**config.mk**
```make
export PLATFORM = sky130hd
export DESIGN_NAME = compressed_integer_bit_writer_flat
export DESIGN_NICKNAME = d
export VERILOG_FILES = /design/src/rtl/cibw_pkg.sv /design/src/rtl/cibw_in_if.sv /design/src/rtl/cibw_out_if.sv /design/src/rtl/cibw_front.sv /design/src/rtl/cibw_queue.sv /design/src/rtl/cibw_back.sv /design/src/rtl/compressed_integer_bit_writer.sv /design/src/flat_wrapper.sv
export SDC_FILE = /design/constraint.sdc
export NUM_CORES = 1
export LEC_CHECK = 0
export ABC_AREA = 1
export BUFFER_PORTS_ARGS = -buffer_cell sky130_fd_sc_hd__buf_2
export CORE_MARGIN = 2
export CORE_UTILIZATION = 50
export DETAILED_ROUTE_END_ITERATION = 16
export PLACE_DENSITY = 0.67
export SLEW_MARGIN = 20
export SYNTH_ARGS = -nofsm -noshare
export SYNTH_HDL_FRONTEND = slang
export SYNTH_SLANG_ARGS = --single-unit
```
**constraint.sdc**
```tcl
create_clock -name clk -period 13.6 [get_ports clk]
set_clock_uncertainty 0.2 [all_clocks]
set_input_delay 1.36 -clock clk [delete_from_list [all_inputs] [get_ports clk]]
set_output_delay 1.36 -clock clk [all_outputs]
set_load 0.02 [all_outputs]
```
**src/rtl/cibw_pkg.sv**
```systemverilog
// Shared types and constants for the compressed integer bit writer.
// No dependencies; every other file but cibw_out_if and cibw_checker imports this package.
package cibw_pkg;

	localparam int MAX_BYTES   = 8;
	localparam int VALUE_W     = 8 * MAX_BYTES;
	localparam int CNT_W       = 4;
	localparam int IDX_W       = $clog2(MAX_BYTES);
	// One token holds at most one prefix byte of flags plus all value bytes.
	localparam int TOK_W       = VALUE_W + 8;
	localparam int LEN_W       = $clog2(TOK_W + 1);
	localparam int QUEUE_DEPTH = 2;
	localparam int PTR_W       = $clog2(QUEUE_DEPTH);
	localparam int QCNT_W      = $clog2(QUEUE_DEPTH + 1);

	localparam logic [7:0] MATCH_SIGNED = 8'hFF;
	localparam logic [7:0] MATCH_UNSIGNED = 8'h00;
	localparam logic [7:0] HIGH_NIBBLE = 8'hF0;

	typedef enum logic {
		KIND_ENCODE = 1'b0,
		KIND_FLUSH  = 1'b1
	} kind_t;

	// Bit string for one request, left-aligned, plus its length.
	typedef struct packed {
		logic             flush;
		logic [TOK_W-1:0] bits;
		logic [LEN_W-1:0] len;
	} token_t;

endpackage

```
**src/rtl/cibw_in_if.sv**
```systemverilog
// Input channel of the compressed integer bit writer: valid/ready plus item fields.
// Depends on cibw_pkg for field widths.
interface cibw_in_if;
	import cibw_pkg::*;

	logic                valid;
	logic                ready;
	logic                kind;
	logic [VALUE_W-1:0]  value;
	logic [CNT_W-1:0]    byte_count;
	logic                unsigned_data;

	modport source (output valid, kind, value, byte_count, unsigned_data, input ready);
	modport sink   (input valid, kind, value, byte_count, unsigned_data, output ready);

endinterface

```
**src/rtl/cibw_out_if.sv**
```systemverilog
// Output channel of the compressed integer bit writer: valid/ready plus stream byte.
// No dependencies.
interface cibw_out_if;

	logic       valid;
	logic       ready;
	logic [7:0] out_byte;
	logic [3:0] bits_valid;
	logic       last_of_run;

	modport source (output valid, out_byte, bits_valid, last_of_run, input ready);
	modport sink   (input valid, out_byte, bits_valid, last_of_run, output ready);

endinterface

```
**src/rtl/cibw_front.sv**
```systemverilog
// Front end: registers each request and turns it into a left-aligned bit token.
// Depends on cibw_pkg and cibw_in_if.
module cibw_front (
	input  logic            clk,
	input  logic            arst_n,
	input  logic            byte_order,
	cibw_in_if.sink         in_ch,
	output logic            tok_valid,
	input  logic            tok_ready,
	output cibw_pkg::token_t tok
);
	import cibw_pkg::*;

	logic               valid_s1;
	logic               kind_s1;
	logic [VALUE_W-1:0] value_s1;
	logic [CNT_W-1:0]   count_s1;
	logic               uns_s1;

	logic [CNT_W-1:0]   cnt;
	logic [IDX_W-1:0]   top;
	logic [7:0]         match;
	logic               mism;
	logic [IDX_W-1:0]   idx;
	logic [IDX_W-1:0]   ones;
	logic [7:0]         prefix;
	logic [7:0]         b0;
	logic               short_tail;
	logic [8:0]         tail;
	logic [VALUE_W-1:0] rev;
	logic [VALUE_W-1:0] payload;
	logic [IDX_W:0]     nbytes;

	assign in_ch.ready = !valid_s1 || tok_ready;
	assign tok_valid   = valid_s1;

	always_ff @(posedge clk or negedge arst_n) begin
		if (!arst_n) begin
			valid_s1 <= 1'b0;
		end else if (in_ch.ready) begin
			valid_s1 <= in_ch.valid;
		end
	end

	always_ff @(posedge clk) begin
		if (in_ch.valid && in_ch.ready) begin
			kind_s1  <= in_ch.kind;
			value_s1 <= in_ch.value;
			count_s1 <= in_ch.byte_count;
			uns_s1   <= in_ch.unsigned_data;
		end
	end

	always_comb begin
		// clamp the byte count into 1..MAX_BYTES
		if (count_s1 == '0) begin
			cnt = CNT_W'(1);
		end else if (count_s1 > CNT_W'(MAX_BYTES)) begin
			cnt = CNT_W'(MAX_BYTES);
		end else begin
			cnt = count_s1;
		end
		top   = IDX_W'(cnt - CNT_W'(1));
		match = uns_s1 ? MATCH_UNSIGNED : MATCH_SIGNED;

		// highest byte above byte 0 that differs from the match byte
		mism = 1'b0;
		idx  = '0;
		for (int k = 1; k < MAX_BYTES; k++) begin
			if ((IDX_W'(k) <= top) && (value_s1[8*k +: 8] != match)) begin
				mism = 1'b1;
				idx  = IDX_W'(k);
			end
		end

		ones   = mism ? (top - idx) : top;
		prefix = ~(8'hFF >> ones);

		b0         = value_s1[7:0];
		short_tail = (b0 & HIGH_NIBBLE) == (match & HIGH_NIBBLE);
		tail       = short_tail ? {1'b1, b0[3:0], 4'b0000} : {1'b0, b0};

		for (int k = 0; k < MAX_BYTES; k++) begin
			rev[VALUE_W-8-8*k +: 8] = value_s1[8*k +: 8];
		end
		nbytes = {1'b0, idx} + (IDX_W+1)'(1);
		if (byte_order) begin
			// highest remaining byte first: drop the bytes above it off the top
			payload = value_s1 << {(IDX_W'(MAX_BYTES - 1) - idx), 3'b000};
		end else begin
			// byte 0 first: keep only the leading remaining bytes
			payload = rev & ~({VALUE_W{1'b1}} >> {nbytes, 3'b000});
		end

		tok.flush = (kind_s1 == KIND_FLUSH);
		if (kind_s1 == KIND_FLUSH) begin
			tok.bits = '0;
			tok.len  = '0;
		end else if (mism) begin
			tok.bits = {prefix, {VALUE_W{1'b0}}}
				| ({8'h00, payload} << (IDX_W'(MAX_BYTES - 1) - ones));
			tok.len  = LEN_W'(ones) + LEN_W'(1) + LEN_W'({nbytes, 3'b000});
		end else begin
			tok.bits = {prefix, {VALUE_W{1'b0}}} | ({tail, {(TOK_W-9){1'b0}}} >> ones);
			tok.len  = LEN_W'(ones) + (short_tail ? LEN_W'(5) : LEN_W'(9));
		end
	end

endmodule

```
**src/rtl/cibw_queue.sv**
```systemverilog
// Short token queue between the front and back ends.
// Depends on cibw_pkg for the token type and depth.
module cibw_queue (
	input  logic             clk,
	input  logic             arst_n,
	input  logic             push_valid,
	output logic             push_ready,
	input  cibw_pkg::token_t push_tok,
	output logic             pop_valid,
	input  logic             pop_ready,
	output cibw_pkg::token_t pop_tok
);
	import cibw_pkg::*;

	token_t            entry_q [QUEUE_DEPTH];
	logic [PTR_W-1:0]  wr_ptr_q;
	logic [PTR_W-1:0]  rd_ptr_q;
	logic [QCNT_W-1:0] count_q;
	logic              push;
	logic              pop;

	assign push_ready = count_q != QCNT_W'(QUEUE_DEPTH);
	assign pop_valid  = count_q != '0;
	assign pop_tok    = entry_q[rd_ptr_q];
	assign push       = push_valid && push_ready;
	assign pop        = pop_valid && pop_ready;

	always_ff @(posedge clk or negedge arst_n) begin
		if (!arst_n) begin
			wr_ptr_q <= '0;
			rd_ptr_q <= '0;
			count_q  <= '0;
		end else begin
			if (push) begin
				wr_ptr_q <= (wr_ptr_q == PTR_W'(QUEUE_DEPTH - 1)) ? '0 : wr_ptr_q + PTR_W'(1);
			end
			if (pop) begin
				rd_ptr_q <= (rd_ptr_q == PTR_W'(QUEUE_DEPTH - 1)) ? '0 : rd_ptr_q + PTR_W'(1);
			end
			if (push && !pop) begin
				count_q <= count_q + QCNT_W'(1);
			end else if (pop && !push) begin
				count_q <= count_q - QCNT_W'(1);
			end
		end
	end

	always_ff @(posedge clk) begin
		if (push) begin
			entry_q[wr_ptr_q] <= push_tok;
		end
	end

endmodule

```
**src/rtl/cibw_back.sv**
```systemverilog
// Back end: merges tokens behind the pending bits and emits one stream byte a cycle while out_ch is free.
// Depends on cibw_pkg and cibw_out_if.
module cibw_back (
	input  logic             clk,
	input  logic             arst_n,
	input  logic             tok_valid,
	output logic             tok_ready,
	input  cibw_pkg::token_t tok,
	cibw_out_if.source       out_ch
);
	import cibw_pkg::*;

	logic [TOK_W-1:0] acc_q;
	logic [LEN_W-1:0] cnt_q;
	logic             flush_q;
	logic             ovalid_q;
	logic [7:0]       obyte_q;
	logic [3:0]       obits_q;
	logic             olast_q;

	logic             load;
	logic [TOK_W-1:0] w_acc;
	logic [LEN_W-1:0] w_cnt;
	logic             w_flush;
	logic             out_free;
	logic             emit_full;
	logic             emit;

	// take a new token only once fewer than a byte of bits is left and no flush is pending
	assign tok_ready = (cnt_q < LEN_W'(8)) && !flush_q;
	assign load      = tok_valid && tok_ready;
	assign out_free  = !ovalid_q || out_ch.ready;

	assign out_ch.valid       = ovalid_q;
	assign out_ch.out_byte    = obyte_q;
	assign out_ch.bits_valid  = obits_q;
	assign out_ch.last_of_run = olast_q;

	always_comb begin
		w_acc   = acc_q;
		w_cnt   = cnt_q;
		w_flush = flush_q;
		if (load) begin
			if (tok.flush) begin
				w_flush = cnt_q != '0;
			end else begin
				w_acc = acc_q | (tok.bits >> cnt_q[2:0]);
				w_cnt = cnt_q + tok.len;
			end
		end
		emit_full = w_cnt >= LEN_W'(8);
		emit      = out_free && (emit_full || w_flush);
	end

	always_ff @(posedge clk or negedge arst_n) begin
		if (!arst_n) begin
			acc_q    <= '0;
			cnt_q    <= '0;
			flush_q  <= 1'b0;
			ovalid_q <= 1'b0;
		end else begin
			if (emit) begin
				ovalid_q <= 1'b1;
				flush_q  <= 1'b0;
				if (emit_full) begin
					acc_q <= w_acc << 8;
					cnt_q <= w_cnt - LEN_W'(8);
				end else begin
					acc_q <= '0;
					cnt_q <= '0;
				end
			end else begin
				if (out_ch.ready) begin
					ovalid_q <= 1'b0;
				end
				acc_q   <= w_acc;
				cnt_q   <= w_cnt;
				flush_q <= w_flush;
			end
		end
	end

	always_ff @(posedge clk) begin
		if (emit) begin
			obyte_q <= w_acc[TOK_W-1 -: 8];
			obits_q <= emit_full ? 4'd8 : w_cnt[3:0];
			// last byte of the request when what stays behind is under a byte
			olast_q <= emit_full ? (w_cnt < LEN_W'(16)) : 1'b1;
		end
	end

endmodule

```
**src/rtl/compressed_integer_bit_writer.sv**
```systemverilog
// Top level of the compressed integer bit writer: byte-order register, front, queue, back.
// Depends on cibw_pkg, cibw_in_if, cibw_out_if, cibw_front, cibw_queue, cibw_back.
//
//   channel   dir  handshake      payload
//   in_ch     in   valid/ready    kind, value[63:0], byte_count[3:0], unsigned_data
//   out_ch    out  valid/ready    out_byte[7:0], bits_valid[3:0], last_of_run
//   cfg       in   cfg_we         cfg_wdata = byte_order
//
// The front takes one request a cycle while the queue has room; the back emits one stream
// byte a cycle while out_ch is ready, and takes a new token only once fewer than a byte
// of bits is pending and no flush waits. The first byte passes the front's request register,
// a queue entry and the output register. Reset clears the pending bits, the queue and byte_order.
// Either channel may stall freely; the two-entry queue and output register keep the sides apart.
module compressed_integer_bit_writer (
	input  logic        clk,
	input  logic        arst_n,
	input  logic        cfg_we,
	input  logic        cfg_wdata,
	cibw_in_if.sink     in_ch,
	cibw_out_if.source  out_ch
);
	import cibw_pkg::*;

	logic   byte_order_q;
	logic   f_valid;
	logic   f_ready;
	token_t f_tok;
	logic   b_valid;
	logic   b_ready;
	token_t b_tok;

	always_ff @(posedge clk or negedge arst_n) begin
		if (!arst_n) begin
			byte_order_q <= 1'b0;
		end else if (cfg_we) begin
			byte_order_q <= cfg_wdata;
		end
	end

	cibw_front u_front (
		.clk        (clk),
		.arst_n     (arst_n),
		.byte_order (byte_order_q),
		.in_ch      (in_ch),
		.tok_valid  (f_valid),
		.tok_ready  (f_ready),
		.tok        (f_tok)
	);

	cibw_queue u_queue (
		.clk        (clk),
		.arst_n     (arst_n),
		.push_valid (f_valid),
		.push_ready (f_ready),
		.push_tok   (f_tok),
		.pop_valid  (b_valid),
		.pop_ready  (b_ready),
		.pop_tok    (b_tok)
	);

	cibw_back u_back (
		.clk       (clk),
		.arst_n    (arst_n),
		.tok_valid (b_valid),
		.tok_ready (b_ready),
		.tok       (b_tok),
		.out_ch    (out_ch)
	);

endmodule

```
**src/flat_wrapper.sv**
```systemverilog
// flat-port wrapper written by rule: the top's interface ports become plain ports
module compressed_integer_bit_writer_flat import cibw_pkg::*;
  (clk, arst_n, cfg_we, cfg_wdata, in_ch_valid, in_ch_kind, in_ch_value, in_ch_byte_count, in_ch_unsigned_data, in_ch_ready, out_ch_valid, out_ch_out_byte, out_ch_bits_valid, out_ch_last_of_run, out_ch_ready);
  cibw_in_if in_ch_i ();
  cibw_out_if out_ch_i ();
  input  logic clk;
  input  logic arst_n;
  input  logic cfg_we;
  input  logic cfg_wdata;
  input wire logic [$bits(in_ch_i.valid)-1:0] in_ch_valid;
  input wire logic [$bits(in_ch_i.kind)-1:0] in_ch_kind;
  input wire logic [$bits(in_ch_i.value)-1:0] in_ch_value;
  input wire logic [$bits(in_ch_i.byte_count)-1:0] in_ch_byte_count;
  input wire logic [$bits(in_ch_i.unsigned_data)-1:0] in_ch_unsigned_data;
  output wire logic [$bits(in_ch_i.ready)-1:0] in_ch_ready;
  output wire logic [$bits(out_ch_i.valid)-1:0] out_ch_valid;
  output wire logic [$bits(out_ch_i.out_byte)-1:0] out_ch_out_byte;
  output wire logic [$bits(out_ch_i.bits_valid)-1:0] out_ch_bits_valid;
  output wire logic [$bits(out_ch_i.last_of_run)-1:0] out_ch_last_of_run;
  input wire logic [$bits(out_ch_i.ready)-1:0] out_ch_ready;
  assign in_ch_i.valid = in_ch_valid;
  assign in_ch_i.kind = in_ch_kind;
  assign in_ch_i.value = in_ch_value;
  assign in_ch_i.byte_count = in_ch_byte_count;
  assign in_ch_i.unsigned_data = in_ch_unsigned_data;
  assign in_ch_ready = in_ch_i.ready;
  assign out_ch_valid = out_ch_i.valid;
  assign out_ch_out_byte = out_ch_i.out_byte;
  assign out_ch_bits_valid = out_ch_i.bits_valid;
  assign out_ch_last_of_run = out_ch_i.last_of_run;
  assign out_ch_i.ready = out_ch_ready;
  compressed_integer_bit_writer u_core (.clk(clk), .arst_n(arst_n), .cfg_we(cfg_we), .cfg_wdata(cfg_wdata), .in_ch(in_ch_i), .out_ch(out_ch_i));
endmodule
```
-- Yosys cells after proc, flatten, opt, wreduce, memory -nomap -nowiden
Memories as Yosys holds them, arrays and structs flattened.
Index checks and enable logic that the tools add are counted.
- add/subtract/negate cells: 14
- multiply operators: 0
- div/mod/pow operators: 0
- magnitude comparators: 11
- equality and inequality tests: 9
- shift operators: 6
- muxes and demuxes: 42
- bitwise gates (word level): 6
- reductions and logical operators: 27
- operators by type and width (kind ; count):
    72-bit 2-to-1 mux ; 4
    72-bit bitwise OR ; 3
    79-bit 2-to-1 mux ; 2
    72-bit by 3-bit right shift with 72-bit output ; 2
    64-bit by 3-bit left shift with 72-bit output ; 1
    64-bit bitwise AND ; 1
    64-bit 2-to-1 mux ; 1
    64-bit NOT ; 1
    64-bit by 6-bit left shift with 64-bit output ; 1
    64-bit by 7-bit right shift with 64-bit output, first input constant ; 1
    8-bit inequality test ; 7
    7-bit 2-to-1 mux ; 4
    3-bit 2-to-1 mux ; 9
    1-bit 2-to-1 mux ; 17
    1-bit logical AND ; 14
    3-bit less-or-equal comparator, first input constant ; 4
    9-bit 2-to-1 mux ; 1
    3-bit by 1-bit adder with 4-bit output, second input constant ; 2
    8-bit 2-to-1 mux ; 1
    8-bit NOT ; 1
    8-bit by 3-bit right shift with 8-bit output, first input constant ; 1
    4-bit by 7-bit adder with 7-bit output ; 1
    7-bit adder ; 1
    7-bit by 4-bit >= comparator with 1-bit output, second input constant ; 1
    other kinds (22) ; 34
- flip-flop bits (word level): 170
- bits in latches: 0
- bits in writable memories: 160
- memory bits (read-only): 0
- output and inout bits: 15
- logic and storage cells: 132
- memories: 1
- memory list (name ; depth ; width ; rd ports ; clocked after memory_dff ; write ports ; RTL line ; text):
    u_core.u_queue.entry_q ; 2 ; 80 ; 1 ; 0 ; 1 ; cibw_queue.sv:15 ; token_t entry_q [QUEUE_DEPTH];

-- Depth between registers and ports, before layout
- depth in word-level cells: 22
- gate-level depth with buffers: 30

-- Hierarchy
From an unflattened synthesis, not the netlist that was laid out.
- cells, all modules: 2924
- area total of the unflattened synthesis: 21660.8 sq um
- by module, submodules not included (module ; times used ; cells each ; area an instance (sq um)):
    cibw_front ; 1 ; 1417 ; 8590.7
    cibw_back ; 1 ; 1056 ; 6955.4
    cibw_queue ; 1 ; 446 ; 6074.6
    compressed_integer_bit_writer ; 1 ; 5 ; 40.0

-- Worst setup path before layout
OpenSTA, ideal clock, no wires.
- path type: reg-to-reg
- from: register u_core.u_front.count_s1[1]
- to: memory u_core.u_queue.entry_q[0][2] (netlist name), data pin
- setup time: 191 ps
- data arrival time: 4286 ps
- required time: 13209 ps
- setup slack: 8923 ps
- stages on the path, launching flop included: 29
- buffers on the path: 4
- clock period less this slack: 4677 ps
- cell sequence: edfxtp_1 -> o21bai_1 -> nand2_2 -> inv_1 -> nor2_1 -> ha_1 -> nand2_1 -> nor2_1 -> nor2_1 -> nand2_1 -> nand2_1 -> nand2_1 -> nand2_1 -> nand2_2 -> nand2_2 -> buf_2 -> buf_2 -> ha_1 -> inv_1 -> fa_1 -> nor2_1 -> nor2_4 -> buf_2 -> buf_2 -> ha_1 -> inv_1 -> ha_1 -> nor2_1 -> a311oi_1
- RTL lines (item ; RTL line ; text):
    start: declaration ; cibw_front.sv:17 ; logic [CNT_W-1:0] count_s1;
    start signal: assignment ; cibw_front.sv:49 ; count_s1 <= in_ch.byte_count;
    end: declaration ; cibw_queue.sv:15 ;

==> flow_metrics.py <==
metrics = {
    "grt": {
        "met3_usage_pct": 3.71,
        "grtUsageMet2_pct": 49.3,
        "grt_first_pass_wirelength_microns": 101000,
        "grt_max_degree": 95,
        "antenna_found_initial": 0,
        "grt_use_met1_pct": 43.3,
        "grt_most_used_layer": "met2",
        "grt_overflow": 0,
        "grt_use_total_pct": 31.6,
        "grt_pass1_vias": 17600,
    },
    "sta": {
        "finalCritPeriodShare_pct": 42.7,
        "finalSetupViolCount": 0,
        "worst_pin_slew_ps": 974,
        "worst_hold_slack_ps": 311,
        "fmax_mhz": 172,
        "drv_slew": 0,
        "slew_headroom_pct": 35.0,
        "hold_viol_final": 0,
        "rsz0062_at_grt": "false",
        "setup_ws_ps": 7790,
        "min_period_ps": 5810,
        "final.setup.tns_ps": 0,
    },
    "floorplan": {
        "rows": 73,
        "start_util_pct": 50.6,
        "core_sq_um": 39600,
        "die_y_microns": 204,
        "ios": 91,
        "die_width_microns": 204,
        "dieArea_sq_um": 41700,
    },
    "critical_path": {
        "cp.required_ps": 13780,
        "crit_arrival_ps": 5990,
        "worst-path-max-fanout": 78,
        "path_cells": "o21bai_1 -> nand2_2 -> inv_1 -> nor2_1 -> ha_1 -> nor3_1 -> o21ai_1 -> nand2_2 -> nor2_1 -> nor2_4 -> buf_4 -> fa_1 -> nor2_1 -> nor2_4 -> buf_4 -> inv_2 -> buf_4 -> or2_2 -> nand3_1 -> nand3_1 -> nand3_1 -> a21oi_1",
        "reg2reg_slack_ps": 7790,
        "criticalPathCategory": "reg -> reg",
        "crit_path_max_incr_delay_ps": 610,
        "start_kind": "flop",
        "cp_slowest_cell": "buf_4",
        "crit_path_end_kind": "flop",
    },
    "synth": {
        "synth_top_area_cell": "edfxtp_1",
        "yosysUniqueCellTypes": 54,
        "synth_seq_cells": 330,
        "syn_nets": 2627,
        "synth_edf_count": 243,
        "ys_warn_count": 0,
        "yosysTopAreaCellShare_pct": 36.4,
        "synthCells": 2528,
        "synthTopCellsByArea": "edfxtp_1 36%, nand2_1 14%, dfrtp_1 11%, nand3_1 8.1%, o21ai_0 6.7%",
        "synthArstFlopShare_pct": 26.4,
        "syn_area_per_cell_sq_um": 7.93,
        "seq_area_frac_synth_pct": 47.3,
        "syn_area_sq_um": 20000,
        "synth.top_cells.by_count": "731 x nand2_1, 323 x nand3_1, 269 x o21ai_0",
        "yosysMostFrequentCell": "nand2_1",
        "synthFlopType": "edfxtp_1",
    },
    "detailed_routing": {
        "dr.first_iter.drc_count": 2053,
        "remaining_drc_errors": 0,
        "ant_nets": 0,
        "wl_microns": 65600,
        "vias": 18600,
        "avgViaCountPerCell": 6.05,
        "first_pass_iters": 5,
        "wire_per_inst_microns": 21.4,
    },
    "finish": {
        "n_fill_cell": 3759,
        "post-route-util_pct": 55.2,
        "final_cells": 3070,
        "n_antenna_cell": 0,
        "final_cell_area_sq_um": 21900,
        "drive_above_1_share_pct": 8.61,
        "syn2layout_area_growth_pct": 9.16,
        "layout.nets": 2615,
    },
    "placed_design": {
        "placed_area_sq_um": 20700,
        "place_congestion": 1.01,
        "numPortBuffers": 90,
        "hpwlAfterDp_microns": 47200,
        "placed_cells": 3002,
        "pre_cts_slack_ps": 7910,
    },
    "clock_network": {
        "clk_pin_slew_ps": 50,
        "ctsLongestPathBuffers": 3,
        "cts_buffers": 37,
        "h-tree-depth": 2,
        "cts_root_buf": "clkbuf_16",
        "postCtsSetupRepairBufs": 0,
        "cts_resized": 0,
        "clock_latency_ps": 570,
        "cts_sinks": 330,
        "tritoncts": "done",
        "ctsHoldBuffers": 0,
    },
    "pwr": {
        "p_total_mw": 6.47,
        "vdd_drop_max_mv": 0.151,
        "p_leak_nw": 9.34,
        "powerDensity_nw_per_um2": 296,
    },
    "min_path": {
        "min_path_type": "reg -> reg",
    },
    "flow_run": {
        "cap_viol_max_count": 0,
    },
    "status": {
        "outcome": "complete, no violations",
    },
}
worst paths after layout:
kind | start | endpoint | depth (start not counted)
max | u_core.u_front.count_s1[1] | u_core.u_queue.entry_q[0][71] | 22
max in group asynchronous | arst_n | u_core.u_back.acc_q[57] | 2
min in group asynchronous | arst_n | u_core.u_back.cnt_q[1] | 1
min reg2reg | u_core.u_queue.count_q[0] | u_core.u_queue.count_q[0] | 1
max reg2reg | u_core.u_front.count_s1[1] | u_core.u_queue.entry_q[0][71] | 22
min | u_core.u_queue.count_q[0] | u_core.u_queue.count_q[0] | 1
cell families after synthesis:
kind of cell / Yosys count / share of synthesized area (%)
muxes: 15 / 0.749
AOI/OAI and AO/OA: 555 / 16.3
and+or+nand+nor: 1250 / 26.6
xor gates and xnor gates: 11 / 0.518
buffers and inverters: 344 / 7.01
adders and majority gates: 23 / 1.51
DFF: 330 / 47.3
layer usage:
metal / vias up / share of wire [%] / wire [microns]
met3: 153 / 6.0 / 3920
met5: - / 0 / 0
li1: 8796 / - / -
met1: 8869 / 43 / 28200
met4: 0 / 5.5 / 3610
met2: 755 / 46 / 29900
critical path, delay by kind of cell, from the launching register on:
family	cells	cell delay [ps]
AOI/OAI and AO/OA	3	610
and+or+nand+nor	12	1780
adders and majority gates	2	890
DFF	1	410
buffers and inverters	5	1630
sequential cells by signal (all words and copies together), names as in the netlist, 2 cells and up:
name	count
u_core.u_front.count_s1	4
u_core.u_back.out_ch.bits_valid	4
u_core.u_back.cnt_q	7
u_core.u_queue.count_q	2
u_core.u_queue.entry_q	160
u_core.u_back.acc_q	72
u_core.u_front.value_s1	64
u_core.u_back.out_ch.out_byte	8
final cells by class:
class	count	area [sq um]	share of cell area, %
Clock buffer	51	1020	4.66
Clock inverter	17	191	0.875
Inverter	178	669	3.06
Multi-Input combinational cell	1854	9220	42.1
Sequential cell	330	9480	43.3
Tap cell	525	657	3.00
Timing Repair Buffer	115	648	2.96
layout by cell type (no fill, tap or decap), types with 9 or more instances in the layout:
master and n:
nand2_1 730, nand3_1 323, o21ai_0 269, edfxtp_1 243
inv_1 164, nor2_1 116, buf_2 89, dfrtp_1 84
o22ai_1 77, a221oi_1 56, a21oi_1 42, clkbuf_16 38
o21ai_1 36, o211ai_1 34, buf_4 24, nand4_1 21
ha_1 21, mux2i_1 15, inv_2 13, nor3_1 12
clkbuf_1 11, a31oi_1 10, o31ai_1 9
report_power, final:
group,switching (mW),leakage (nW),internal [mW],total (mW)
sequential,0.158,3.50,1.66,1.82
combinational,2.67,5.25,0.977,3.65
clock,0.417,0.585,0.588,1.00
No activity file was read; power rests on OpenSTA's default activity.
